### src/design/cwalk_pkg.sv
// Package for the cpio newc archive walker: types, codes, header constants.
// No dependencies; used by cwalk_step, the top level and the checker.
`timescale 1ns / 1ps

package cwalk_pkg;

    // Walk phases, one-hot
    typedef enum logic [6:0] {
        PH_HEADER   = 7'b0000001,
        PH_NAME     = 7'b0000010,
        PH_NAME_PAD = 7'b0000100,
        PH_DATA     = 7'b0001000,
        PH_DATA_PAD = 7'b0010000,
        PH_STOP_TRL = 7'b0100000,
        PH_STOP_MAG = 7'b1000000
    } phase_t;

    // Byte roles
    localparam logic [2:0] ROLE_HEADER   = 3'd0;
    localparam logic [2:0] ROLE_NAME     = 3'd1;
    localparam logic [2:0] ROLE_NAME_PAD = 3'd2;
    localparam logic [2:0] ROLE_DATA     = 3'd3;
    localparam logic [2:0] ROLE_DATA_PAD = 3'd4;
    localparam logic [2:0] ROLE_STOP     = 3'd5;

    // Stop codes
    localparam logic [1:0] STOP_NONE    = 2'd0;
    localparam logic [1:0] STOP_TRAILER = 2'd1;
    localparam logic [1:0] STOP_MAGIC   = 2'd2;

    // Header layout
    localparam logic [31:0] MAGIC_LEN   = 32'd6;
    localparam logic [31:0] FSIZE_POS   = 32'd54;
    localparam logic [31:0] FSIZE_LAST  = 32'd61;
    localparam logic [31:0] NSIZE_POS   = 32'd94;
    localparam logic [31:0] NSIZE_LAST  = 32'd101;
    localparam logic [31:0] HDR_LAST    = 32'd109;
    localparam logic [31:0] TRAILER_LEN = 32'd10;
    localparam logic [31:0] TRAILER_END = 32'd9;

    // Walker state carried from byte to byte
    typedef struct packed {
        phase_t      phase;
        logic [31:0] sec_cnt;
        logic [1:0]  ofs;        // entry offset, only the alignment bits matter
        logic [31:0] name_size;
        logic [31:0] file_size;
        logic [31:0] hex_acc;
        logic        trl_match;
        logic [15:0] entry_cnt;
    } walk_state_t;

    localparam walk_state_t WALK_RESET = '{
        phase:     PH_HEADER,
        sec_cnt:   32'd0,
        ofs:       2'd0,
        name_size: 32'd0,
        file_size: 32'd0,
        hex_acc:   32'd0,
        trl_match: 1'b1,
        entry_cnt: 16'd0
    };

    // One labeled byte
    typedef struct packed {
        logic [2:0]  role;
        logic [7:0]  data;
        logic [15:0] entry;
        logic [31:0] name_len;
        logic [31:0] file_len;
        logic        hdr_done;
        logic        ent_last;
        logic [1:0]  stop;
    } result_t;

    // Expected magic character at header position
    function automatic logic [7:0] magic_char(input logic [2:0] pos);
        logic [7:0] c;
        case (pos)
            3'd0:    c = 8'h30;  // '0'
            3'd1:    c = 8'h37;  // '7'
            3'd2:    c = 8'h30;
            3'd3:    c = 8'h37;
            3'd4:    c = 8'h30;
            3'd5:    c = 8'h31;  // '1'
            default: c = 8'h00;
        endcase
        return c;
    endfunction

    // "TRAILER!!!" character at name position
    function automatic logic [7:0] trailer_char(input logic [3:0] pos);
        logic [7:0] c;
        case (pos)
            4'd0:    c = 8'h54;  // 'T'
            4'd1:    c = 8'h52;  // 'R'
            4'd2:    c = 8'h41;  // 'A'
            4'd3:    c = 8'h49;  // 'I'
            4'd4:    c = 8'h4C;  // 'L'
            4'd5:    c = 8'h45;  // 'E'
            4'd6:    c = 8'h52;  // 'R'
            4'd7:    c = 8'h21;  // '!'
            4'd8:    c = 8'h21;
            4'd9:    c = 8'h21;
            default: c = 8'h00;
        endcase
        return c;
    endfunction

    // ASCII hex digit; anything else reads as zero
    function automatic logic [3:0] hex_digit(input logic [7:0] c);
        logic [3:0] d;
        if (c >= 8'h30 && c <= 8'h39) begin
            d = c[3:0];
        end else if ((c >= 8'h61 && c <= 8'h66) || (c >= 8'h41 && c <= 8'h46)) begin
            d = c[3:0] + 4'd9;
        end else begin
            d = 4'd0;
        end
        return d;
    endfunction

endpackage

### src/design/cwalk_step.sv
// Next-state and labeling logic for one archive byte of the cpio walker.
// Depends on cwalk_pkg.
`timescale 1ns / 1ps

module cwalk_step (
    input  logic                  restart,
    input  logic [7:0]            archive_byte,
    input  cwalk_pkg::walk_state_t st_cur,
    output cwalk_pkg::walk_state_t st_next,
    output cwalk_pkg::result_t     res
);
    import cwalk_pkg::*;

    walk_state_t s;
    walk_state_t n;
    logic [31:0] idx;
    logic [31:0] idx_inc;
    logic [1:0]  ofs_inc;
    logic [31:0] acc;
    logic        trl_now;
    logic        go_npad;
    logic        go_data;
    logic        go_dpad;
    logic        go_fin;
    logic [2:0]  role;
    logic        hd;
    logic        el;
    logic [1:0]  code;

    always_comb
    begin
        s       = restart ? WALK_RESET : st_cur;
        n       = s;
        idx     = s.sec_cnt;
        idx_inc = s.sec_cnt + 32'd1;
        ofs_inc = s.ofs + 2'd1;
        acc     = {s.hex_acc[27:0], hex_digit(archive_byte)};
        trl_now = s.trl_match && (archive_byte == trailer_char(idx[3:0]));
        go_npad = 1'b0;
        go_data = 1'b0;
        go_dpad = 1'b0;
        go_fin  = 1'b0;
        role    = ROLE_STOP;
        hd      = 1'b0;
        el      = 1'b0;

        // Per-phase handling of this byte
        case (s.phase)
            PH_HEADER:
            begin
                role = ROLE_HEADER;
                if (idx < MAGIC_LEN && archive_byte != magic_char(idx[2:0])) begin
                    n.phase = PH_STOP_MAG;
                    role    = ROLE_STOP;
                end else begin
                    if ((idx >= FSIZE_POS && idx <= FSIZE_LAST) ||
                        (idx >= NSIZE_POS && idx <= NSIZE_LAST)) begin
                        n.hex_acc = acc;
                        if (idx == FSIZE_LAST) begin
                            n.file_size = acc;
                            n.hex_acc   = 32'd0;
                        end else if (idx == NSIZE_LAST) begin
                            n.name_size = acc;
                            n.hex_acc   = 32'd0;
                        end
                    end
                    n.sec_cnt = idx_inc;
                    n.ofs     = ofs_inc;
                    if (idx >= HDR_LAST) begin
                        hd          = 1'b1;
                        n.sec_cnt   = 32'd0;
                        n.trl_match = 1'b1;
                        if (n.name_size != 32'd0) begin
                            n.phase = PH_NAME;
                        end else begin
                            go_npad = 1'b1;
                        end
                    end
                end
            end
            PH_NAME:
            begin
                role = ROLE_NAME;
                if (idx < TRAILER_LEN) begin
                    n.trl_match = trl_now;
                end
                if (idx == TRAILER_END && trl_now) begin
                    n.phase = PH_STOP_TRL;
                    role    = ROLE_STOP;
                end else begin
                    n.sec_cnt = idx_inc;
                    n.ofs     = ofs_inc;
                    go_npad   = (idx_inc == s.name_size);
                end
            end
            PH_NAME_PAD:
            begin
                role    = ROLE_NAME_PAD;
                n.ofs   = ofs_inc;
                go_data = (ofs_inc == 2'd0);
            end
            PH_DATA:
            begin
                role      = ROLE_DATA;
                n.sec_cnt = idx_inc;
                n.ofs     = ofs_inc;
                go_dpad   = (idx_inc == s.file_size);
            end
            PH_DATA_PAD:
            begin
                role   = ROLE_DATA_PAD;
                n.ofs  = ofs_inc;
                go_fin = (ofs_inc == 2'd0);
            end
            default:
            begin
                role = ROLE_STOP;
            end
        endcase

        // Section transitions; empty sections fall straight through
        if (go_npad) begin
            if (n.ofs != 2'd0) begin
                n.phase = PH_NAME_PAD;
            end else begin
                go_data = 1'b1;
            end
        end
        if (go_data) begin
            n.sec_cnt = 32'd0;
            if (n.file_size != 32'd0) begin
                n.phase = PH_DATA;
            end else begin
                go_dpad = 1'b1;
            end
        end
        if (go_dpad) begin
            if (n.ofs != 2'd0) begin
                n.phase = PH_DATA_PAD;
            end else begin
                go_fin = 1'b1;
            end
        end
        if (go_fin) begin
            el        = 1'b1;
            n.phase   = PH_HEADER;
            n.sec_cnt = 32'd0;
            n.ofs     = 2'd0;
            if (n.entry_cnt != 16'hFFFF) begin
                n.entry_cnt = n.entry_cnt + 16'd1;
            end
        end

        // Stop code from the phase after this byte
        case (n.phase)
            PH_HEADER, PH_NAME, PH_NAME_PAD, PH_DATA, PH_DATA_PAD: code = STOP_NONE;
            PH_STOP_TRL: code = STOP_TRAILER;
            default:     code = STOP_MAGIC;
        endcase
    end

    assign st_next      = n;
    assign res.role     = role;
    assign res.data     = archive_byte;
    assign res.entry    = s.entry_cnt;
    assign res.name_len = n.name_size;
    assign res.file_len = n.file_size;
    assign res.hdr_done = hd;
    assign res.ent_last = el;
    assign res.stop     = code;

endmodule

### src/design/cpio_newc_archive_walker.sv
// Top level of the cpio newc archive walker: input register, walker state,
// result register and handshake. Depends on cwalk_pkg and cwalk_step.
`timescale 1ns / 1ps

// Usage
//   Input channel: archive_byte/restart with archive_valid, archive_stall.
//   A request moves when archive_valid is high and archive_stall is low.
//   Set restart on the first byte of each archive.
//   Output channel: one labeled result per input byte, on the result ports
//   with result_valid, result_stall; same handshake rule.
//   A result is registered: the step logic runs between the input register
//   and the result register.
//   Throughput: one byte per cycle while results are not stalled; the walker
//   state updates in the same cycle that a byte moves from the input register
//   to the result register.
//   When result_stall is held, the result register and the input register
//   both hold, and archive_stall rises only once both are full.
//   Reset (rst_n low, asynchronous) empties both registers and returns the
//   walker to the header phase of entry zero with both sizes cleared.

module cpio_newc_archive_walker (
    input  logic        clk,
    input  logic        rst_n,
    input  logic        archive_valid,
    output logic        archive_stall,
    input  logic [7:0]  archive_byte,
    input  logic        restart,
    output logic        result_valid,
    input  logic        result_stall,
    output logic [2:0]  byte_role,
    output logic [7:0]  passed_byte,
    output logic [15:0] entry_number,
    output logic [31:0] name_length,
    output logic [31:0] file_length,
    output logic        header_done,
    output logic        entry_last,
    output logic [1:0]  stop_code
);
    import cwalk_pkg::*;

    logic        in_valid_reg;
    logic [7:0]  in_byte_reg;
    logic        in_restart_reg;
    logic        out_valid_reg;
    result_t     res_reg;
    result_t     res_next;
    walk_state_t state_reg;
    walk_state_t state_next;
    logic        out_room;
    logic        advance;
    logic        in_take;

    // Flow control
    assign out_room      = !out_valid_reg || !result_stall;
    assign advance       = in_valid_reg && out_room;
    assign archive_stall = in_valid_reg && !out_room;
    assign in_take       = archive_valid && !archive_stall;

    // Input register
    always_ff @(posedge clk or negedge rst_n)
    begin
        if (!rst_n) begin
            in_valid_reg <= 1'b0;
        end else if (in_take) begin
            in_valid_reg <= 1'b1;
        end else if (advance) begin
            in_valid_reg <= 1'b0;
        end
    end

    always_ff @(posedge clk)
    begin
        if (in_take) begin
            in_byte_reg    <= archive_byte;
            in_restart_reg <= restart;
        end
    end

    // Step logic
    cwalk_step u_step (
        .restart      (in_restart_reg),
        .archive_byte (in_byte_reg),
        .st_cur       (state_reg),
        .st_next      (state_next),
        .res          (res_next)
    );

    // Walker state
    always_ff @(posedge clk or negedge rst_n)
    begin
        if (!rst_n) begin
            state_reg <= WALK_RESET;
        end else if (advance) begin
            state_reg <= state_next;
        end
    end

    // Result register
    always_ff @(posedge clk or negedge rst_n)
    begin
        if (!rst_n) begin
            out_valid_reg <= 1'b0;
        end else if (out_room) begin
            out_valid_reg <= in_valid_reg;
        end
    end

    always_ff @(posedge clk)
    begin
        if (advance) begin
            res_reg <= res_next;
        end
    end

    assign result_valid = out_valid_reg;
    assign byte_role    = res_reg.role;
    assign passed_byte  = res_reg.data;
    assign entry_number = res_reg.entry;
    assign name_length  = res_reg.name_len;
    assign file_length  = res_reg.file_len;
    assign header_done  = res_reg.hdr_done;
    assign entry_last   = res_reg.ent_last;
    assign stop_code    = res_reg.stop;

endmodule

### config.mk
export PLATFORM = sky130hd
export DESIGN_NAME = cpio_newc_archive_walker
export DESIGN_NICKNAME = d
export VERILOG_FILES = /design/src/design/cwalk_pkg.sv /design/src/design/cwalk_step.sv /design/src/design/cpio_newc_archive_walker.sv
export SDC_FILE = /design/constraint.sdc
export NUM_CORES = 1
export LEC_CHECK = 0
export BUFFER_PORTS_ARGS = -buffer_cell sky130_fd_sc_hd__buf_2
export CAP_MARGIN = 20
export CORE_MARGIN = 5
export CORE_UTILIZATION = 40
export DETAILED_ROUTE_END_ITERATION = 12
export SLEW_MARGIN = 0
export SYNTH_ARGS = -nofsm -noshare
export SYNTH_HDL_FRONTEND = slang
export SYNTH_HIERARCHICAL = 1
export SYNTH_SLANG_ARGS = --single-unit
### constraint.sdc
create_clock -name clk -period 7.9 [get_ports clk]
set_clock_uncertainty 0.05 [all_clocks]
set_input_delay 0.79 -clock clk [delete_from_list [all_inputs] [get_ports clk]]
set_output_delay 0.79 -clock clk [all_outputs]
set_load 0.02 [all_outputs]
# Word level (Yosys, flattened, before mapping)
# Memory sizes are Yosys's and may differ from the RTL's.
# Index checks and enable logic that the tools add are counted.
# W data, S select, Z words.
# totals
ff_bits	260
rom_bits	112
input_bits	13
output_inout_bits	97
word_cells	151
mem_count	1
# op_classes
addsub	4
magnitude_cmp	13
n_eq_ne	24
mux	59
bitwise	1
n_reduce_logical	29
# mem_list
memory	depth	width	read_ports	rd_clocked_by_memory_dff	write_ports	line_no	text
(name not given)	16	7	1	0	0	cwalk_pkg.sv:94	case (pos)
# ops
op	n
$mux W96	4
$mux W32	5
$mux W39	4
$mux W154	1
$mux W131	1
$pmux W32 S3	1
$eq A32 B32 Y1	2
$ge A32 B7 Y1 const B	2
$reduce_bool A32 Y1	2
$mux W7	8
$mux W41	1
$mux W34	1
$add A32 B1 Y32 const B	1
$eq A32 B4 Y1 const B	1
$eq A32 B6 Y1 const B	1
$eq A32 B7 Y1 const B	1
$ge A32 B6 Y1 const B	1
$le A32 B6 Y1 const B	1
$le A32 B7 Y1 const B	1
$lt A32 B3 Y1 const B	1
$lt A32 B4 Y1 const B	1
$mux W16	2
$mux W1	19
$pmux W6 S3	1
37 further kinds	67

# Depth between registers and ports, before layout
# Gate-level depths: netlist of run 1.
# depth
ltp_word	28
ltp_mapped	22
ltp_nobuf	16

# Hierarchy
# The synthesis of run 1 kept the hierarchy.
# by_module_without_submodules
module	n_inst	cells_each	area_each_um2	seq_area_each_um2
cpio_newc_archive_walker	1	437	9365.2	7029.2
cwalk_step	1	1260	7459.7	0.0

# Worst setup path after synthesis of run 1
# OpenSTA, ideal clock, no wires.
# synth_path
path_type	register -> register
from	register in_restart_reg
to	register state_reg[7] in the netlist's numbering
setup_ps	125
t_arrival_ps	5422
t_required_ps	7725
setup_slack_ps	2303
stages_incl_launch_ff	22
path_buffers	5
synth_period_minus_slack_ps	5597
path_cell_list	edfxtp_1 buf_2 inv_1 clkbuf_1 buf_1 clkbuf_1 nand2_1 inv_1 ha_1 inv_1 or4_1 nor4_1 xnor2_1 nand2_1 a2111o_1 o31ai_1 a21oi_1 o21a_1 buf_6 nor4_1 mux2_1 mux2_2
# synth_lines
item	line_no	text
from (decl)	cpio_newc_archive_walker.sv:43	logic in_restart_reg;
from (signal assigned)	cpio_newc_archive_walker.sv:75	in_restart_reg <= restart;
to (signal assigned)	cpio_newc_archive_walker.sv:94	state_reg <= state_next;
to (decl)	cpio_newc_archive_walker.sv:47	walk_state_t state_reg;

==> results.json, run 1 <==
{
  "die_w_um": 214,
  "ant_nets": 0,
  "ctsResizeCount": 0,
  "hpwl_um": 32300,
  "cp_common_cell": "mux2_4",
  "first_pass_iters": 8,
  "cts_tree": "built",
  "irDropWorstVdd_mv": 0.178,
  "top_layer": "met4",
  "p_per_area_nw_per_um2": 175,
  "vias": 13000,
  "dr.first_iter.drc_count": 1262,
  "nFillCells": 3973,
  "grt_pass1_vias": 12800,
  "period_minus_slack_ns": 6.02,
  "layout.area.seq_um2": 6930,
  "nets": 1676,
  "fmax_mhz": 166,
  "drt-total-wl_um": 48200,
  "final_core_util_pct": 43.3,
  "final_common_cell": "nand2_1",
  "crit_family": "simple AND/OR/NAND/NOR gates",
  "htree_levels": 1,
  "avgSynthCellArea_um2": 9.91,
  "max_cap_viol_count": 0,
  "r2r_cells": 15,
  "setup_tns_ns": 0,
  "crit_required_ns": 8.29,
  "leakage_nw": 7.08,
  "route.detailed.drc": 0,
  "cp-end-kind": "flip-flop",
  "worst-path-buf-inv": 1,
  "routed-wl-met2_um": 21500,
  "worstMarginPinSlew_ns": 1.06,
  "largest_register_ffs": 150,
  "outcome": "finished clean",
  "crit_start": "in_restart_reg",
  "coreArea_um2": 40900,
  "cts_sinks": 256,
  "worstSetupStartpointType": "flip-flop",
  "met1_length_um": 21500,
  "period_share_pct": 76.2,
  "die_y_um": 214,
  "worst-path-max-fanout": 164,
  "grt_usage_pct": 20.7,
  "row_count": 74,
  "overflow": 0,
  "synth_fp_nets": 1703,
  "cts_buffers": 29,
  "portBuffers": 109,
  "setup-violations-final": 0,
  "mostFrequentLayoutCells": "nand2_1 (194), dfrtp_1 (150), a21oi_1 (134)",
  "grt_max_degree": 165,
  "wl_met3_um": 3800,
  "finalHoldViolations": 0,
  "initial_utilization_pct": 40.6,
  "crit_chain": "buf_12, and2b_1, ha_1, or3b_2, a211o_1, mux2i_1, nor4_1, nor2_1, a211oi_2, mux2_2, a31oi_1, o21a_1, or2_1, mux2_4, mux2_4",
  "cts_setup_buffers": 0,
  "maxSlewViolCount": 0,
  "clk_path_buf_depth": 3,
  "antenna_found_initial": 0,
  "cp_slowest_cell": "o21a_1",
  "cts-root-buf": "clkbuf_16",
  "drive_above_1_share_pct": 21.9,
  "io-pin-count": 110,
  "crit_type": "flip-flop to flip-flop",
  "multiInputGateArea_um2": 8350,
  "cp_data_arrival_time_ns": 6.42,
  "crit_cells": 15,
  "min_path_type": "input port to async pin",
  "synth_cells": 1677,
  "rsz0062_at_grt": "no",
  "die_area_um2": 45700,
  "yosysWarnings": 6,
  "slew_headroom_pct": 28.8,
  "grt_pass1_wl_um": 75500,
  "max_stage_delay_ns": 0.72,
  "place.gp.congestion": 0.950,
  "rr_startpoint": "in_restart_reg",
  "netlist_area_um2": 16600,
  "area_growth_pct": 6.59,
  "clk_pin_slew_worst_paths_ns": 0.06,
  "worst_skew_pair.late_latency_ns": 0.58,
  "antenna_cells": 0,
  "routedWlPerCell_um": 21.9,
  "drt-vias-per-instance": 5.88,
  "hold_buffers": 0
}
## area by class of cell
cell class	count	share of cell area, %
Multi-Input combinational cell	1211	47.1
Sequential cell	256	39.1
Clock buffer	37	4.56
Timing Repair Buffer	125	3.94
Tap cell	532	3.76
Clock inverter	16	0.918
Inverter	27	0.572
## layer usage
metal  track usage [%]  up-vias
li1                  -     5950
met1              29.6     6403
met2              32.2      507
met3              3.77       96
met4              5.94        0
met5                 0        -
## path summary, 6_finish.rpt
path / slack [ns] / end
worst max-delay path: 1.88 / state_reg[1]
worst min-delay path: 0.29 / state_reg[74]
worst max register to register: 1.88 / state_reg[1]
worst min register to register: 0.44 / result_valid
max in group asynchronous: 6.12 / state_reg[101]
min in group clk: 0.34 / in_byte_reg[7]
## power by group
part           leakage, nW  switching, mW  internal, mW  total, mW
clock network        0.471          0.566         0.816       1.38
registers             3.15         0.0182          1.43       1.45
logic                 3.46          0.186        0.0856      0.271
## stage by stage
step	area [um2]	instances	hold WS, ns	total power [mW]	worst slack (ns)
after global routing	17700	2204	0.327	3.23	1.53
after floorplan	16600	1677	0.407	1.69	2.30
after detailed placement	16700	2151	0.436	1.75	1.98
after CTS	17700	2204	0.306	3.14	1.94
after global placement	16700	2151	0.418	1.75	2.05
final	17700	2204	0.285	3.10	1.88
(Power assumes the default switching activity.)
==> inputs of run 2 (changes only) <==
==> constraint.sdc (replaced) <==
create_clock -name clk -period 5.1 [get_ports clk]
set_clock_uncertainty 0.05 [all_clocks]
set_input_delay 0.51 -clock clk [delete_from_list [all_inputs] [get_ports clk]]
set_output_delay 0.51 -clock clk [all_outputs]
set_load 0.02 [all_outputs]
==> run 2 against run 1 <==
- clock power grew 54%
- final cell count grew 2.1%
- sequential share of layout area shrank 0.83 points
- count of clock-buffer cells in the layout shrank 2
- worst setup slack lost 1.6 ns
- power grew 55%
- cell area grew 2.2%
- via count grew 1.2%
- combinational power grew 56%
- sequential power grew 55%
- register-to-register slack lost 1.6 ns
- critical path type unchanged
==> results.json, run 2 (synthesized netlist as in run 1, its figures left out) <==
{
  "cts_tree": "built",
  "slew_headroom_pct": 42.1,
  "grt_pass1_wl_um": 75100,
  "cts_buffers": 29,
  "largest_register_ffs": 150,
  "ant_nets": 0,
  "hold_ws_ns": 0.0693,
  "io-pin-count": 110,
  "rsz0062_at_grt": "no",
  "coreArea_um2": 40900,
  "pre_cts_ws_ns": 0.0811,
  "worst_skew_pair.late_latency_ns": 0.58,
  "die_area_um2": 45700,
  "maxSlewViolCount": 0,
  "setup-violations-final": 0,
  "routedWlPerCell_um": 21.6,
  "grt_usage_pct": 20.7,
  "first_pass_iters": 7,
  "p_per_area_nw_per_um2": 265,
  "place.gp.congestion": 1.00,
  "total_power_mw": 4.80,
  "period_minus_slack_ns": 4.77,
  "cp-end-kind": "flip-flop",
  "crit_family": "simple AND/OR/NAND/NOR gates",
  "htree_levels": 1,
  "clk_pin_slew_worst_paths_ns": 0.06,
  "crit_chain": "buf_12, nand4b_1, or4_1, nor2_1, buf_4, mux2i_1, o21ai_0, a2111o_1, o31ai_2, a21oi_1, o21a_1, nor4_1, mux2_1, mux2_2",
  "grt_max_degree": 130,
  "max_stage_delay_ns": 0.71,
  "area_growth_pct": 8.89,
  "place_inst": 2195,
  "fin_cells": 2251,
  "drt-vias-per-instance": 5.83,
  "worst-path-max-fanout": 77,
  "vias": 13100,
  "max_cap_viol_count": 0,
  "fmax_mhz": 209,
  "setup_tns_ns": 0,
  "dpl_cell_area_um2": 17100,
  "worstMarginPinSlew_ns": 0.868,
  "period_share_pct": 93.6,
  "portBuffers": 109,
  "worstSetupStartpointType": "flip-flop",
  "grt_pass1_vias": 12600,
  "overflow": 0,
  "die_w_um": 214,
  "row_count": 74,
  "stdcell_area_um2": 18100,
  "cts_sinks": 256,
  "drt-total-wl_um": 48700,
  "drive_above_1_share_pct": 24.0,
  "finalHoldViolations": 0,
  "cts-root-buf": "clkbuf_16",
  "final_core_util_pct": 44.2,
  "hpwl_um": 33900,
  "route.detailed.drc": 0,
  "min_path_type": "input port to flip-flop",
  "cp_slowest_cell": "or4_1",
  "leakage_nw": 7.33,
  "antenna_cells": 0,
  "crit_type": "flip-flop to flip-flop",
  "clk_path_buf_depth": 3,
  "cp_data_arrival_time_ns": 5.18,
  "die_y_um": 214,
  "antenna_found_initial": 0,
  "outcome": "finished clean",
  "worst-path-buf-inv": 2,
  "initial_utilization_pct": 40.6,
  "irDropWorstVdd_mv": 0.251,
  "setup_ws_ns": 0.326,
  "final_common_cell": "nand2_1",
  "mostFrequentLayoutCells": "nand2_1 (194), dfrtp_1 (150), a21oi_1 (134)",
  "nets": 1722,
  "dr.first_iter.drc_count": 1131,
  "crit_required_ns": 5.51
}
## run 2: area by class of cell
| type | count | area (um2) |
|---|---|---|
| clock buffer | 35 | 758 |
| multi-input combinational | 1211 | 8380 |
| tap | 532 | 666 |
| timing repair buffer | 171 | 1060 |
| inverter | 27 | 101 |
| clock inverter | 19 | 200 |
| fill | 3938 | 22800 |
| sequential | 256 | 6930 |
## run 2: routing by layer
layer | up-vias | GRT usage [%] | part of all wire (%)
met3 | 93 | 3.50 | 6.8
met1 | 6505 | 29.7 | 45
met2 | 479 | 32.5 | 45
met4 | 0 | 5.59 | 2.7
li1 | 6039 | - | -
met5 | - | 0 | 0
## run 2: power breakdown
part	internal, mW	switching, mW	leakage [nW]
Clock	1.26	0.876	0.467
Combinational	0.139	0.284	3.72
Sequential	2.22	0.0281	3.15
Total	3.61	1.19	7.33
## run 2: worst paths after layout
| kind | startpoint | end | cells past startpoint | slack, ns |
|---|---|---|---|---|
| max | in_restart_reg | state_reg[7] | 14 | 0.33 |
| min | archive_byte[4] | in_byte_reg[4] | 1 | 0.07 |
| max reg2reg | in_restart_reg | state_reg[7] | 14 | 0.33 |
| min reg2reg | in_valid_reg | result_valid | 1 | 0.44 |
| max in group asynchronous | rst_n | state_reg[16] | 3 | 3.37 |
| min in group asynchronous | rst_n | state_reg[74] | 2 | 0.51 |
## run 2: repair_timing
| item | 4_1_cts | 5_1_grt |
|---|---|---|
| hold buffers | 1 | 0 |
| endpoints found under the hold margin | 31 | 0 |
| setup buffers | 0 | 1 |
| gates resized for setup | 0 | 4 |
| setup endpoints to repair | 0 | 14 |
## run 2: worst reg2reg max path, cell delays in order (launching register included)
cell      delay (ns)
edfxtp_1        0.45
buf_12          0.23
nand4b_1        0.44
or4_1           0.71
nor2_1          0.19
buf_4           0.17
mux2i_1         0.23
o21ai_0         0.15
a2111o_1        0.41
o31ai_2         0.35
a21oi_1         0.11
o21a_1          0.25
nor4_1          0.33
mux2_1          0.34
mux2_2          0.26
